File: src/sv/ivs_pkg.sv
// ivs_pkg: shared types and constants for the indexed value stack
// request opcodes, status codes, fixed port widths and parameter defaults
// no dependencies
`timescale 1ns / 1ps

package ivs_pkg;

   localparam int DATA_W   = 64;
   localparam int INDEX_W  = 12;
   localparam int COUNT_W  = 11;
   localparam int MODE_W   = 3;
   localparam int STATUS_W = 2;

   localparam int DEF_DEPTH       = 1024;
   localparam int DEF_BLOCK       = 64;
   localparam int DEF_VALUE_WIDTH = 64;

   typedef enum logic [MODE_W-1:0] {
      MODE_PUSH     = 3'd0,
      MODE_POP      = 3'd1,
      MODE_GET      = 3'd2,
      MODE_POP_MANY = 3'd3,
      MODE_EXTEND   = 3'd4,
      MODE_COLLAPSE = 3'd5
   } mode_type;

   typedef enum logic [STATUS_W-1:0] {
      STATUS_OK    = 2'd0,
      STATUS_FULL  = 2'd1,
      STATUS_EMPTY = 2'd2
   } status_type;

endpackage

File: src/sv/ivs_ctrl.sv
// ivs_ctrl: stack counters, address generation and response registers
// depends on ivs_pkg; drives the single port of ivs_ram
`timescale 1ns / 1ps

module ivs_ctrl import ivs_pkg::*; #(
   parameter int DEPTH       = DEF_DEPTH,
   parameter int BLOCK       = DEF_BLOCK,
   parameter int VALUE_WIDTH = DEF_VALUE_WIDTH,
   localparam int AW         = $clog2(DEPTH)
) (
   input  logic                       clock,
   input  logic                       reset,
   input  logic                       accept,
   input  logic [MODE_W-1:0]          req_mode,
   input  logic [DATA_W-1:0]          req_push_value,
   input  logic signed [INDEX_W-1:0]  req_index,
   input  logic [COUNT_W-1:0]         req_count,
   output logic                       ram_wr_en,
   output logic [AW-1:0]              ram_addr,
   output logic [VALUE_WIDTH-1:0]     ram_wr_data,
   input  logic [VALUE_WIDTH-1:0]     ram_rd_data,
   output logic                       rsp_valid,
   output logic [DATA_W-1:0]          rsp_read_value,
   output logic [STATUS_W-1:0]        rsp_status,
   output logic [COUNT_W-1:0]         rsp_removed,
   output logic [COUNT_W-1:0]         rsp_used_now,
   output logic [COUNT_W-1:0]         rsp_capacity_now
);

   localparam int CW = $clog2(DEPTH + 1);
   localparam int SW = CW + 1;
   localparam int EW = (CW > INDEX_W + 1) ? CW : INDEX_W + 1;

   logic [CW-1:0]      used_ff, used_in;
   logic [CW-1:0]      cap_ff, cap_in;
   logic               rsp_valid_ff;
   logic               rd_ok_ff, rd_ok_in;
   status_type         status_ff, status_in;
   logic [CW-1:0]      removed_ff, removed_in;

   logic signed [EW:0] idx_ext;
   logic [EW:0]        idx_mag;
   logic [EW:0]        used_ext;
   logic [EW:0]        count_ext;
   logic [EW:0]        pos_addr;
   logic [EW:0]        neg_addr;
   logic [SW-1:0]      cap_sw;
   logic [SW-1:0]      used_sw;
   logic [SW-1:0]      block_sw;
   logic [SW-1:0]      depth_sw;
   logic [CW+COUNT_W-1:0] used_wide;
   logic [CW+COUNT_W-1:0] cap_wide;
   logic [CW+COUNT_W-1:0] removed_wide;

   always_comb begin
      idx_ext   = (EW+1)'(req_index);
      idx_mag   = -idx_ext;
      used_ext  = (EW+1)'(used_ff);
      count_ext = (EW+1)'(req_count);
      pos_addr  = idx_ext - (EW+1)'(1);
      neg_addr  = used_ext + idx_ext;
      cap_sw    = SW'(cap_ff);
      used_sw   = SW'(used_ff);
      block_sw  = SW'(BLOCK);
      depth_sw  = SW'(DEPTH);

      used_in     = used_ff;
      cap_in      = cap_ff;
      rd_ok_in    = 1'b0;
      status_in   = STATUS_OK;
      removed_in  = '0;
      ram_wr_en   = 1'b0;
      ram_addr    = used_ff[AW-1:0];
      ram_wr_data = req_push_value[VALUE_WIDTH-1:0];

      case (mode_type'(req_mode))
         MODE_PUSH: begin
            if (used_ff < cap_ff && used_sw < depth_sw) begin
               ram_wr_en = accept;
               used_in   = used_ff + CW'(1);
            end else begin
               status_in = STATUS_FULL;
            end
         end
         MODE_POP: begin
            ram_addr = AW'(used_ff - CW'(1));
            if (used_ff != '0) begin
               rd_ok_in = 1'b1;
               used_in  = used_ff - CW'(1);
            end else begin
               status_in = STATUS_EMPTY;
            end
         end
         MODE_GET: begin
            if (idx_ext > 0 && idx_ext <= $signed(used_ext)) begin
               ram_addr = pos_addr[AW-1:0];
               rd_ok_in = 1'b1;
            end else if (idx_ext < 0 && idx_mag <= used_ext) begin
               ram_addr = neg_addr[AW-1:0];
               rd_ok_in = 1'b1;
            end else begin
               status_in = STATUS_EMPTY;
            end
         end
         MODE_POP_MANY: begin
            if (count_ext < used_ext) begin
               removed_in = count_ext[CW-1:0];
            end else begin
               removed_in = used_ff;
            end
            used_in = used_ff - removed_in;
         end
         MODE_EXTEND: begin
            if (cap_sw + block_sw <= depth_sw) begin
               cap_in = CW'(cap_sw + block_sw);
            end else begin
               status_in = STATUS_FULL;
            end
         end
         MODE_COLLAPSE: begin
            if (cap_sw >= block_sw && cap_sw - block_sw >= used_sw) begin
               cap_in = CW'(cap_sw - block_sw);
            end else begin
               status_in = STATUS_FULL;
            end
         end
         default: begin
         end
      endcase
   end

   always_ff @(posedge clock) begin
      if (reset) begin
         used_ff      <= '0;
         cap_ff       <= '0;
         rsp_valid_ff <= 1'b0;
      end else begin
         rsp_valid_ff <= accept;
         if (accept) begin
            used_ff <= used_in;
            cap_ff  <= cap_in;
         end
      end
   end

   always_ff @(posedge clock) begin
      if (accept) begin
         rd_ok_ff   <= rd_ok_in;
         status_ff  <= status_in;
         removed_ff <= removed_in;
      end
   end

   always_comb begin
      used_wide    = {{COUNT_W{1'b0}}, used_ff};
      cap_wide     = {{COUNT_W{1'b0}}, cap_ff};
      removed_wide = {{COUNT_W{1'b0}}, removed_ff};
   end

   assign rsp_valid        = rsp_valid_ff;
   assign rsp_read_value   = rd_ok_ff ? DATA_W'(ram_rd_data) : '0;
   assign rsp_status       = status_ff;
   assign rsp_removed      = removed_wide[COUNT_W-1:0];
   assign rsp_used_now     = used_wide[COUNT_W-1:0];
   assign rsp_capacity_now = cap_wide[COUNT_W-1:0];

endmodule

File: config.mk
export PLATFORM = sky130hd
export DESIGN_NAME = ivs_ctrl
export DESIGN_NICKNAME = d
export VERILOG_FILES = /design/src/sv/ivs_pkg.sv /design/src/sv/ivs_ctrl.sv
export SDC_FILE = /design/constraint.sdc
export NUM_CORES = 1
export LEC_CHECK = 0
export CAP_MARGIN = 40
export CELL_PAD_IN_SITES_DETAIL_PLACEMENT = 0
export CELL_PAD_IN_SITES_GLOBAL_PLACEMENT = 1
export CORE_MARGIN = 10
export CORE_UTILIZATION = 25
export CTS_CLUSTER_DIAMETER = 60
export DETAILED_ROUTE_END_ITERATION = 8
export DONT_BUFFER_PORTS = 1
export PLACE_DENSITY_LB_ADDON = 0.1
export SETUP_SLACK_MARGIN = 0.3
export SLEW_MARGIN = 10
export SYNTH_ARGS = -nofsm -noshare
export SYNTH_HDL_FRONTEND = slang
export SYNTH_SLANG_ARGS = --single-unit
File: constraint.sdc
create_clock -name clock -period 4.3 [get_ports clock]
set_input_delay 0.86 -clock clock [delete_from_list [all_inputs] [get_ports clock]]
set_output_delay 0.86 -clock clock [all_outputs]
set_load 0.1 [all_outputs]
=== Word-level counts from Yosys, hierarchy flattened ===
Index checks and enable logic that the tools add are counted.

* Register bits: 37
* Word-level logic and storage cells: 68
* Output and inout bits: 175

* Add/subtract/negate cells: 8
* Mux-type cells: 25
* Equal/unequal tests: 9
* Magnitude comparators: 10
* Reduce and logical (&&, ||, !) cells: 10

{| class="wikitable"
|+ Operators by type and width
! operator !! number
|-
| 2-to-1 mux 11 bit || 6
|-
| 2-to-1 mux 64 bit || 1
|-
| case mux 11 bit (3 select lines) || 1
|-
| < comparator 11 bit || 2
|-
| case mux 11 bit (2 select lines) || 1
|-
| 2-to-1 mux 10 bit || 2
|-
| case mux 10 bit (2 select lines) || 1
|-
| less-or-equal comparator 14 x 11 -> 1 bit || 1
|-
| negation 12 -> 14 bit || 1
|-
| adder 11 x 7 -> 12 bit, second input constant || 1
|-
| >= comparator 12 x 11 -> 1 bit || 1
|-
| > comparator 12 x 1 -> 1 bit, second input constant || 1
|-
| less-or-equal comparator 12 x 11 -> 1 bit, second input constant || 1
|-
| less-or-equal comparator 12 bit || 1
|-
| < comparator 12 x 1 -> 1 bit, second input constant || 1
|-
| subtractor 11 x 7 -> 12 bit, second input constant || 1
|-
| adder 11 x 1 -> 11 bit, second input constant || 1
|-
| >= comparator 11 x 7 -> 1 bit, second input constant || 1
|-
| < comparator 11 bit, second input constant || 1
|-
| nonzero test 11 bit || 1
|-
| subtractor 11 x 1 -> 11 bit, second input constant || 1
|-
| subtractor 11 bit || 1
|-
| adder 10 bit || 1
|-
| case mux 2 bit (5 select lines) || 1
|-
| other kinds (13) || 31
|}

=== Logic depth before layout (Yosys ltp) ===
Gate-level depths: netlist of run 1.

* Word-level depth: 6
* Mapped depth: 20

=== Least setup slack after synthesis of run 1 ===
OpenSTA, ideal clock, no wires.

* Path kind: in2out
* Start point: input port req_index[0]
* End point: output port ram_addr[9]
* Cell stages on the path: 15
* Data required time: 3.440 ns
* Setup slack: -2.152 ns
* Arrival time: 5.592 ns
* Cell sequence: inv_1 -> ha_1 -> nor3b_1 -> nand2_1 -> nor3_1 -> xnor2_1 -> ha_1 -> and3_1 -> a221oi_1 -> o2111ai_1 -> a21oi_1 -> buf_6 -> nor2_1 -> a31o_1 -> o31ai_1

* Longest elaborated chain between the ends: 6
* Elaborated cells between the ends (all ways): 12

{| class="wikitable"
|+ Ends and longest elaborated chain
! element !! line !! RTL
|-
| start, declared || ivs_ctrl.sv:16 || <nowiki>input logic signed [INDEX_W-1:0] req_index,</nowiki>
|-
| negation 12 -> 14 bit || ivs_ctrl.sv:57 || <nowiki>idx_mag = -idx_ext;</nowiki>
|-
| less-or-equal comparator 14 x 11 -> 1 bit || ivs_ctrl.sv:98 || <nowiki>end else if (idx_ext < 0 && idx_mag <= used_ext) begin</nowiki>
|-
| logical AND 1 bit || ivs_ctrl.sv:98 ||
|-
| 2-to-1 mux 10 bit || ivs_ctrl.sv:98 ||
|-
| 2-to-1 mux 10 bit (*) || ivs_ctrl.sv:95 || <nowiki>if (idx_ext > 0 && idx_ext <= $signed(used_ext)) begin</nowiki>
|-
| case mux 10 bit (2 select lines) (*) || ivs_ctrl.sv:76 || <nowiki>case (mode_type'(req_mode))</nowiki>
|-
| end, declared || ivs_ctrl.sv:19 || <nowiki>output logic [AW-1:0] ram_addr,</nowiki>
|}

Every way passes the cells marked *; elsewhere a longest branch is shown, timed or not.

=== Worst setup path after layout of run 1 ===
* Start point: input port req_index[1]
* End point: output port ram_addr[6]

The elaborated chain is that of the path after synthesis.

==> results of run 1 <==
power breakdown:
part           leakage (nW)  internal (W)  total [W]  switching (W)
Combinational          2.91      0.000481    0.00135       0.000865
Clock                0.0869      0.000288   0.000424       0.000136
Sequential            0.284      0.000325   0.000339      0.0000136
Total                  3.28       0.00109    0.00211        0.00101
registers in the layout, indices dropped and copies added (netlist names):
register	count
rsp_used_now	11
rsp_removed	11
rsp_valid	1
rd_ok_ff	1
rsp_capacity_now	5
rsp_status	2
worst max-delay path, stage by stage:
cell and delay (ps):
nor4_4 290, nand2_2 150, nor4_4 160, xnor2_1 170, ha_1 280, and3_4 200, a221oi_4 280, o2111ai_1 170
a21oi_2 250, or2_1 180, buf_12 130, buf_6 90, o2111ai_4 160, nand2_8 230
cells in the mapped netlist (12+ instances only):
library cell,instances
and2_1,75
buf_4,70
ha_1,67
nor2_1,50
a21oi_1,41
nand2_1,41
inv_1,30
xnor2_1,28
o21ai_0,27
clkbuf_1,21
dfxtp_1,17
edfxtp_1,14
mux2i_1,13
nor3_1,12
final cells by class:
| class | instances | area [um^2] | share of cell area [%] |
|---|---|---|---|
| Multi-Input combinational cell | 505 | 4000 | 50.7 |
| Inverter | 30 | 133 | 1.68 |
| Antenna cell | 2 | 5.00 | 0.0634 |
| Sequential cell | 31 | 763 | 9.66 |
| Clock inverter | 2 | 35.0 | 0.444 |
| Clock buffer | 6 | 139 | 1.76 |
| Timing Repair Buffer | 181 | 2480 | 31.4 |
| Tap cell | 270 | 338 | 4.28 |
cell families (layout without fill, tap and decap cells):
group	after synthesis	in the layout	share of synthesized area, %
AOI/OAI and AO/OA	144	144	19.4
buffers and inverters	132	219	15.4
muxes	13	13	2.53
adders and majority gates	69	69	17.1
other	1	8	0.0729
and+or+nand+nor	237	237	24.6
xor gates and xnor gates	36	36	6.13
DFF	31	31	14.8
worst paths after layout:
path	end	start
max	ram_addr[6]	req_index[1]
min	rsp_capacity_now[7]	rsp_capacity_now[7]
min reg2reg	rsp_capacity_now[7]	rsp_capacity_now[7]
max reg2reg	rsp_used_now[8]	rsp_used_now[8]
per-stage QoR:
| stage | setup slack (ps) | hold slack [ps] | power [W] | util, % |
|---|---|---|---|---|
| 5_1_grt | -423 | 620 | 0.00221 | 39.0 |
| 2_1_floorplan | -575 | 770 | 0.00149 | - |
| 3_5_place_dp | -503 | 560 | 0.00165 | 36.5 |
| 6_report | -163 | 562 | 0.00211 | 39.0 |
| 3_3_place_gp | -438 | 569 | 0.00147 | 29.4 |
| 4_1_cts | -164 | 571 | 0.00211 | 38.3 |
repair_timing:
action / in CTS / in global routing
pin swaps: 27 / 19
buffers inserted: 11 / 3
resized for setup: 33 / 25
setup endpoints to repair: 17 / 17
metal layers:
layer | wire length, um | up-vias | GRT usage (%) | share of wire [%]
li1 | - | 2428 | - | -
met4 | 544 | 0 | 4.55 | 2.3
met5 | 0 | - | 0 | 0
met2 | 12800 | 191 | 32.6 | 55
met3 | 1700 | 49 | 4.05 | 7.3
met1 | 8130 | 2322 | 16.3 | 35
==> impl_results.md, run 1 <==
- Total Wirelength: 23200 um
- Skew-Pair Late Insertion Delay: 280 ps
- YS warnings: 0
- Detail Route Antenna Nets: 0
- Peak supply drop: 0.136 mV
- Die W: 163 um
- Average vias per placed instance: 4.86
- Asr flop ratio synth: 0%
- Sequential-to-total area share from yosys stat: 14.8%
- Slew margin rel.: 48.4%
- I/O Buffers: 0
- Non-Filler Instances: 1027
- Most common cell after layout, fill and taps aside: buf_4
- Die Area: 26700 um^2
- Drt pass-1 iters: 4
- TNS Setup: -1370 ps
- Critical Path AT: 3600 ps
- Fin crit share: 104%
- Critical Path Fanout Max: 8
- WP data required: 3440 ps
- Placeable Area: 20200 um^2
- Max Cap Viol: 0
- Starting DRT DRC Count: 238
- Failing checks: negative setup slack
- Leak: 3.28 nW
- Slew Limit Fails: 0
- Reg clk slew, reported paths: 60 ps
- Cell area after layout: 7900 um^2
- Total Routing Usage GR: 16.4%
- Post-synth cell types: 68
- Post-synth EDFFs: 14
- Starting Density: 25.4%
- Top cells by area, synth: ha_1 16%, buf_4 10%, and2_1 9.1%
- Vias in the first global route: 5194
- Period minus WS final: 4460 ps
- Via count: 4990
- Fraction of layout cells with a size suffix above 1: 35.0%
- TritonCTS clock tree: built
- Outcome: complete, but fails checks
- Hold Crit Class: reg -> reg
- Gate Count Post-Synth: 663
- Post-Syn Area: 5140 um^2
- Cell Pwr Density: 267 nW/um^2
- WHS Path Cells: 2
- Num CTS Buffers: 5
- Overflow after GRT: 0
- Startpoint types: input pin
- Kind of critical path: in -> out
- Dpl cells: 1003
- Slew of the pin with the lowest slew margin: 774 ps
- Global placement routability congestion: 0.940
- Fin. Hold Viols: 0
- DR WL/cell: 22.6 um
- # clock sinks: 31
- Final WS setup: -163 ps
- Fmax: 224 MHz
- Die Y: 163 um
- IO Pins: 332
- Most frequent cells in the layout: 107 x buf_4, 74 x and2_1, 63 x ha_1
- Worst R2R Setup Slack: 450 ps
- Clock Skew: 8.47 ps
- First-pass GRT wire length: 33500 um
- Final setup vio count: 10
- Clock buffer depth: 2
- CTS Root Cell: clkbuf_16
- Post-placement cell area: 7380 um^2
- Mean area per synthesized cell: 7.76 um^2
- Cts hold-fix bufs: 0
- Antenna violations before repair: 5
- Row Count: 52
- Area leader, netlist: ha_1
- Endpoint class of the critical path: primary output
- Number of fill cells: 2032
- Number of remaining DRC errors: 0
- Dpl hpwl: 19900 um
- Top cell type's share of synthesized area: 16.3%
- Final net count: 980
- Most used DFF post-synth: dfxtp_1
- RSZ-0062 raised after global routing: true
- Synth-to-layout area growth: 53.6%
- Synthesized flop and latch total: 31
- Htree depth: 2
- R2R depth: 21
- Largest net degree at the start of global routing: 65
No activity file was read; power rests on OpenSTA's default activity.
==> run 2: changes to the inputs <==
- CTS_CLUSTER_DIAMETER: 60 -> 200
- MAX_ROUTING_LAYER: not set -> met4
==> run 2 against run 1 <==
  * The run still ends with negative setup slack left
  * Sequential share of layout area did not move
  * Clock-buffer cell count stayed put
  * Sequential power barely moved
  * Critical path type unchanged
  * Critical endpoint is now ram_addr[7]
  * Largest cell class unchanged
==> impl_results.md, run 2 (synthesis results as in run 1) <==
- Slew margin rel.: 48.4% (unchanged)
- Most common cell after layout, fill and taps aside: buf_4 (unchanged)
- Clock buffer depth: 2 (unchanged)
- Num CTS Buffers: 5 (unchanged)
- CTS Root Cell: clkbuf_16 (unchanged)
- Detail Route Antenna Nets: 0 (unchanged)
- DR WL/cell: 22.6 um (about the same)
- Final WS setup: -161 ps (was -163 ps)
- Drt pass-1 iters: 5 (was 4)
- Clock Skew: 8.84 ps (was 8.47 ps)
- Average vias per placed instance: 4.87 (was 4.86)
- Most frequent cells in the layout: 107 x buf_4, 74 x and2_1, 63 x ha_1 (unchanged)
- Failing checks: negative setup slack (unchanged)
- First-pass GRT wire length: 33500 um (about the same)
- Skew-Pair Late Insertion Delay: 280 ps (about the same)
- Row Count: 52 (unchanged)
- Vias in the first global route: 5193 (was 5194)
- Starting Density: 25.4% (unchanged)
- Placeable Area: 20200 um^2 (unchanged)
- Synth-to-layout area growth: 53.6% (unchanged)
- CP delay by family, top: simple AND/OR/NAND/NOR gates (unchanged)
- Reg power frac: 16.1% (about the same)
- Critical Path AT: 3600 ps (about the same)
- Outcome: complete, but fails checks (unchanged)
- Number of remaining DRC errors: 0 (unchanged)
- Critical Path Fanout Max: 8 (unchanged)
- Fmax: 224 MHz (about the same)
- Via count: 5002 (was 4990)
- Hold Crit Class: reg -> reg (unchanged)
- Int Power: 0.00109 W (about the same)
- Leak: 3.28 nW (unchanged)
- Overflow after GRT: 0 (unchanged)
- WP data required: 3440 ps (about the same)
- # clock sinks: 31 (unchanged)
- Fin. Hold Viols: 0 (unchanged)
- CP peak stage delay: 290 ps (about the same)
- Max Cap Viol: 0 (unchanged)
- Final setup vio count: 10 (unchanged)
- Endpoint class of the critical path: primary output (unchanged)
- Die W: 163 um (unchanged)
- Die Area: 26700 um^2 (unchanged)
- CP cell instances: nor4_4 -> nand2_2 -> nor4_4 -> xnor2_1 -> ha_1 -> and3_4 -> a221oi_4 -> o2111ai_1 -> a21oi_2 -> or2_1 -> buf_12 -> buf_4 -> a21oi_1 -> nand2_2 -> buf_12 (was nor4_4 -> nand2_2 -> nor4_4 -> xnor2_1 -> ha_1 -> and3_4 -> a221oi_4 -> o2111ai_1 -> a21oi_2 -> or2_1 -> buf_12 -> buf_6 -> o2111ai_4 -> nand2_8)
- Period minus WS final: 4460 ps (about the same)
- RSZ-0062 raised after global routing: true (unchanged)
- Comb pwr share: 63.8% (about the same)
- Slew of the pin with the lowest slew margin: 774 ps (unchanged)
- CP max stage cell: nor4_4 (unchanged)
- Final net count: 980 (unchanged)
- Largest net degree at the start of global routing: 65 (unchanged)
- Layout Utilization: 39.0% (unchanged)
- Antenna violations before repair: 5 (unchanged)
- Cell Pwr Density: 267 nW/um^2 (about the same)
- Dpl hpwl: 19900 um (unchanged)
- Slew Limit Fails: 0 (unchanged)
- Min-delay src: rsp_capacity_now[7] (unchanged)
- Total Wirelength: 23200 um (about the same)
- Net Sw Frac: 48.1% (about the same)
- I/O Buffers: 0 (unchanged)
- Die Y: 163 um (unchanged)
- Non-Filler Instances: 1027 (unchanged)
- Reg2reg start: rsp_used_now[8] (unchanged)
- Clock power share: 20.1% (about the same)
- Global placement routability congestion: 0.956 (was 0.940)
- Worst Setup SP: req_index[1] (unchanged)
- Starting DRT DRC Count: 251 (was 238)
- Peak supply drop: 0.136 mV (about the same)
- Htree depth: 2 (unchanged)
- Reg clk slew, reported paths: 60 ps (about the same)
- Startpoint types: input pin (unchanged)
- Fraction of layout cells with a size suffix above 1: 35.0% (unchanged)
- Kind of critical path: in -> out (unchanged)
- TritonCTS clock tree: built (unchanged)
- Fin crit share: 104% (about the same)
- Dpl cells: 1003 (unchanged)
- Total Routing Usage GR: 16.9% (was 16.4%)
- Switching power: 0.00101 W (about the same)
- IO Pins: 332 (unchanged)
- CP Buf/Inv Count: 3 (was 2)
## run 2: layout make-up
type	instances	area [um^2]
Tap cell	270	338
Clock buffer	6	139
Clock inverter	2	35.0
Timing Repair Buffer	181	2480
Sequential cell	31	763
Multi-Input combinational cell	505	4000
Inverter	30	133
Antenna cell	2	5.00
Fill cell	2032	12300
## run 2: timing repair
item,4_1_cts,5_1_grt
pin swaps,27,19
gates cloned,0,0
setup endpoints to repair,17,17
hold buffers,0,0
gates resized for setup,33,25
buffers inserted,11,3
## run 2: worst register-to-register path, cell delays in order (launching register included)
cell and delay, ps:
dfxtp_1 310, inv_1 130, ha_4 220, a21o_1 220
a2111oi_4 280, buf_4 160, o211ai_1 110, nand2_2 150
buf_6 110, mux2i_1 210, nand2_1 90, ha_2 200
fa_2 370, nor2b_2 130, o21ai_2 80, a21oi_2 190
o41ai_2 120, buf_4 150, xor2_2 170, nor2_1 110
o21ai_1 70, a21oi_1 180
## run 2: worst paths after layout
kind | to | slack [ps] | cells after the start
setup reg to reg | rsp_used_now[8] | 450 | 21
hold reg to reg | rsp_capacity_now[7] | 560 | 2
setup / recovery | ram_addr[7] | -160 | 15
hold / removal | rsp_capacity_now[7] | 560 | 2
## run 2: per-layer routing
layer / vias to the layer above / track usage, % / share of wire, %
li1: 2428 / - / -
met1: 2331 / 16.4 / 35
met2: 196 / 32.6 / 55
met3: 47 / 3.80 / 7.2
met4: 0 / 4.55 / 2.3
met5: - / - / 0
## run 2: metrics by stage
stage / power, W / instance area, um^2 / hold WS (ps) / setup TNS (ps) / setup slack [ps]
detailed placement: 0.00165 / 7380 / 560 / -4840 / -503
global placement: 0.00147 / 5940 / 569 / -3960 / -438
floorplan: 0.00149 / 5360 / 770 / -4240 / -575
finish: 0.00211 / 7900 / 562 / -1300 / -161
CTS: 0.00211 / 7750 / 571 / -1340 / -164
global route: 0.00221 / 7900 / 620 / -3720 / -422
## run 2: power by group through the flow
stage	Clock [W]	Sequential [W]	Combinational, W
2_1_floorplan	0	0.000450	0.00104
3_3_place_gp	0	0.000393	0.00108
3_5_place_dp	0	0.000345	0.00130
4_1_cts	0.000434	0.000339	0.00134
5_1_grt	0.000443	0.000341	0.00143
6_report	0.000424	0.000339	0.00135
==> run 3: changes to the inputs <==
- clock period: 4.3 -> 4.72 ns (I/O delays scaled with it)
==> run 3 against run 2 <==
  * The flow now finishes without violations
  * Total power down 13%
  * Worst setup slack better by 220 ps
  * Cell count decreased by 2.5%
  * Highest routed layer unchanged
==> impl_results.md, run 3 (synthesis results as in run 1) <==
- Drt pass-1 iters: 4 (was 5)
- Clock Skew: 8.73 ps (was 8.84 ps)
- Fmax: 214 MHz
- Skew-Pair Late Insertion Delay: 290 ps (was 280 ps)
- Num CTS Buffers: 5 (unchanged)
- Largest net degree at the start of global routing: 65 (unchanged)
- Max Cap Viol: 0 (unchanged)
- Detail Route Antenna Nets: 0 (unchanged)
- WHS Path Cells: 2 (unchanged)
- CTS Root Cell: clkbuf_16 (unchanged)
- Most common cell after layout, fill and taps aside: and2_1 (was buf_4)
- Die Area: 26700 um^2 (unchanged)
- TritonCTS clock tree: built (unchanged)
- Endpoint class of the critical path: primary output (unchanged)
- Overflow after GRT: 0 (unchanged)
- Cell area after layout: 7810 um^2 (was 7900 um^2)
- Htree depth: 2 (unchanged)
- Via count: 4869 (was 5002)
- Critical Path Fanout Max: 7 (was 8)
- Clock power share: 17.4% (was 20.1%)
- RSZ-0062 raised after global routing: true (unchanged)
- Reg power frac: 16.7% (was 16.1%)
- Die Y: 163 um (unchanged)
- Antenna violations before repair: 4 (was 5)
- Reg2reg start: rsp_used_now[8] (unchanged)
- Layout Utilization: 38.6% (was 39.0%)
- R2R depth: 18 (was 21)
- CP Capture Point: ram_addr[9] (was ram_addr[7])
- IO Pins: 332 (unchanged)
- Reg area: 762 um^2 (was 763 um^2)
- Hold Crit Class: reg -> reg (unchanged)
- Cts hold-fix bufs: 0 (unchanged)
- Slew of the pin with the lowest slew margin: 625 ps (was 774 ps)
- CP peak stage delay: 550 ps (was 290 ps)
- Slew margin rel.: 58.2% (was 48.4%)
- Period minus WS final: 4660 ps
- Total Routing Usage GR: 16.6% (was 16.9%)
- Peak supply drop: 0.122 mV (was 0.136 mV)
- Number of remaining DRC errors: 0 (unchanged)
- Int Power: 0.000919 W (was 0.00109 W)
- Post-placement cell area: 7470 um^2 (was 7380 um^2)
- Leak: 3.21 nW (was 3.28 nW)
- Row Count: 52 (unchanged)
- WP data required: 3780 ps (was 3440 ps)
- First-pass GRT wire length: 33200 um (was 33500 um)
- CP max stage cell: or4_1 (was nor4_4)
- Cell Pwr Density: 235 nW/um^2 (was 267 nW/um^2)
- Fin. Hold Viols: 0 (unchanged)
- Critical Path AT: 3720 ps (was 3600 ps)
- CP Buf/Inv Count: 1 (was 3)
- Vias in the first global route: 5057 (was 5193)
- # clock sinks: 31 (unchanged)
- Total Wirelength: 22700 um (was 23200 um)
- Final net count: 952 (was 980)
- Comb pwr share: 65.9% (was 63.8%)
- WHS: 595 ps (was 562 ps)
- Worst Setup SP: req_index[6] (was req_index[1])
- Synth-to-layout area growth: 51.9% (was 53.6%)
- Fraction of layout cells with a size suffix above 1: 29.6% (was 35.0%)
- Clock buffer depth: 2 (unchanged)
- CP cell instances: or4_1 -> nor2_2 -> xnor2_1 -> ha_1 -> and3_4 -> a221oi_4 -> o2111ai_2 -> a21oi_4 -> nor2_1 -> a31o_1 -> o31ai_4 -> buf_12 (was nor4_4 -> nand2_2 -> nor4_4 -> xnor2_1 -> ha_1 -> and3_4 -> a221oi_4 -> o2111ai_1 -> a21oi_2 -> or2_1 -> buf_12 -> buf_4 -> a21oi_1 -> nand2_2 -> buf_12)
- Startpoint types: input pin (unchanged)
- Worst r2r dst: rsp_used_now[9] (was rsp_used_now[8])
- Area of the multi-input gates: 3870 um^2 (was 4000 um^2)
- WP depth: 12 (was 15)
- Kind of critical path: in -> out (unchanged)
- Reg clk slew, reported paths: 50 ps (was 60 ps)
- Number of fill cells: 2041 (was 2032)
- Starting DRT DRC Count: 191 (was 251)
- Final setup vio count: 0 (was 10)
- Average vias per placed instance: 4.86 (was 4.87)
- I/O Buffers: 0 (unchanged)
- Placeable Area: 20200 um^2 (unchanged)
- Net Sw Frac: 50.0% (was 48.1%)
- Dpl hpwl: 19400 um (was 19900 um)
- Die W: 163 um (unchanged)
- Global placement routability congestion: 0.961 (was 0.956)
- Switching power: 0.000919 W (was 0.00101 W)
- Worst R2R Setup Slack: 780 ps (was 450 ps)
- Slew Limit Fails: 0 (unchanged)
- DR WL/cell: 22.6 um (about the same)
- Outcome: completed (was complete, but fails checks)
- Starting Density: 25.4% (unchanged)
- CP delay by family, top: compound AO/OA/AOI/OAI gates (was simple AND/OR/NAND/NOR gates)
- Fin crit share: 98.8%
- Most frequent cells in the layout: 75 x and2_1, 66 x ha_1, 65 x buf_4 (was 107 x buf_4, 74 x and2_1, 63 x ha_1)
==> run 3: changes by cell type in the layout (fill, tap and decap cells not counted), moves of 5 or more <==
cell     before  now
buf_8        17   22
buf_4       107   65
buf_16       43   56
nand2_2       8    3
nand2_4       2    7
==> run 3: metal layers <==
layer / vias to the layer above / global-route usage, % / routed length (um)
met5: - / - / 0
met4: 0 / 3.77 / 303
met3: 33 / 4.08 / 1700
met2: 188 / 30.0 / 12000
met1: 2279 / 18.0 / 8680
li1: 2369 / - / -
==> run 3: cell type report <==
cell class              count  area share (%)
inverters                  30            1.70
clock buffers               6            1.65
diodes                      4           0.128
repair buffers            153            32.8
well taps                 270            4.32
clock inverters             2           0.112
flip-flops and latches     31            9.75
multi-input cells         505            49.5
==> run 3: what timing repair did <==
action / CTS / global route
pin swaps: 11 / 8
resized for setup: 8 / 17
gates cloned: 0 / 1
setup buffers: 9 / 1
endpoints found under the setup margin: 15 / 16
==> run 3: how the worst min path moves through the flow <==
stage	startpoint	end	slack, ps
2_1_floorplan	rsp_used_now[7]	rsp_used_now[7]	770
3_3_place_gp	rsp_capacity_now[8]	rsp_capacity_now[8]	600
3_5_place_dp	rsp_capacity_now[8]	rsp_capacity_now[8]	590
4_1_cts	rsp_capacity_now[8]	rsp_capacity_now[8]	600
5_1_grt	rsp_capacity_now[8]	rsp_capacity_now[8]	650
6_report	rsp_capacity_now[8]	rsp_capacity_now[8]	600
==> run 3: power groups by stage <==
| stage | Clock [W] | Combinational (W) | Sequential [W] |
|---|---|---|---|
| detailed placement | 0 | 0.00119 | 0.000313 |
| global placement | 0 | 0.000943 | 0.000357 |
| floorplan | 0 | 0.000952 | 0.000410 |
| finish | 0.000320 | 0.00121 | 0.000307 |
| global route | 0.000344 | 0.00128 | 0.000308 |
| CTS | 0.000333 | 0.00121 | 0.000307 |
==> run 3: worst register-to-register path, cell delays in order, from the launching register on <==
cell,delay (ps)
dfxtp_1,350
inv_1,70
ha_1,290
a21o_1,190
a2111oi_2,360
buf_4,170
o211ai_1,110
nand2_2,180
buf_4,150
mux2i_1,250
and2_1,160
ha_1,230
or2_2,290
a21oi_1,150
a21oi_1,80
a211oi_1,280
xnor2_1,190
a21oi_1,110
a211oi_1,240
==> run 3: stage by stage <==
step	total power [W]	setup WS, ps	instances	setup TNS [ps]
floorplan	0.00136	-323	668	-597
global placement	0.00130	-25.4	900	-31.9
detailed placement	0.00151	-77.1	978	-443
CTS	0.00185	37.6	995	0
global route	0.00193	-146	1000	-894
finish	0.00184	56.0	1001	0
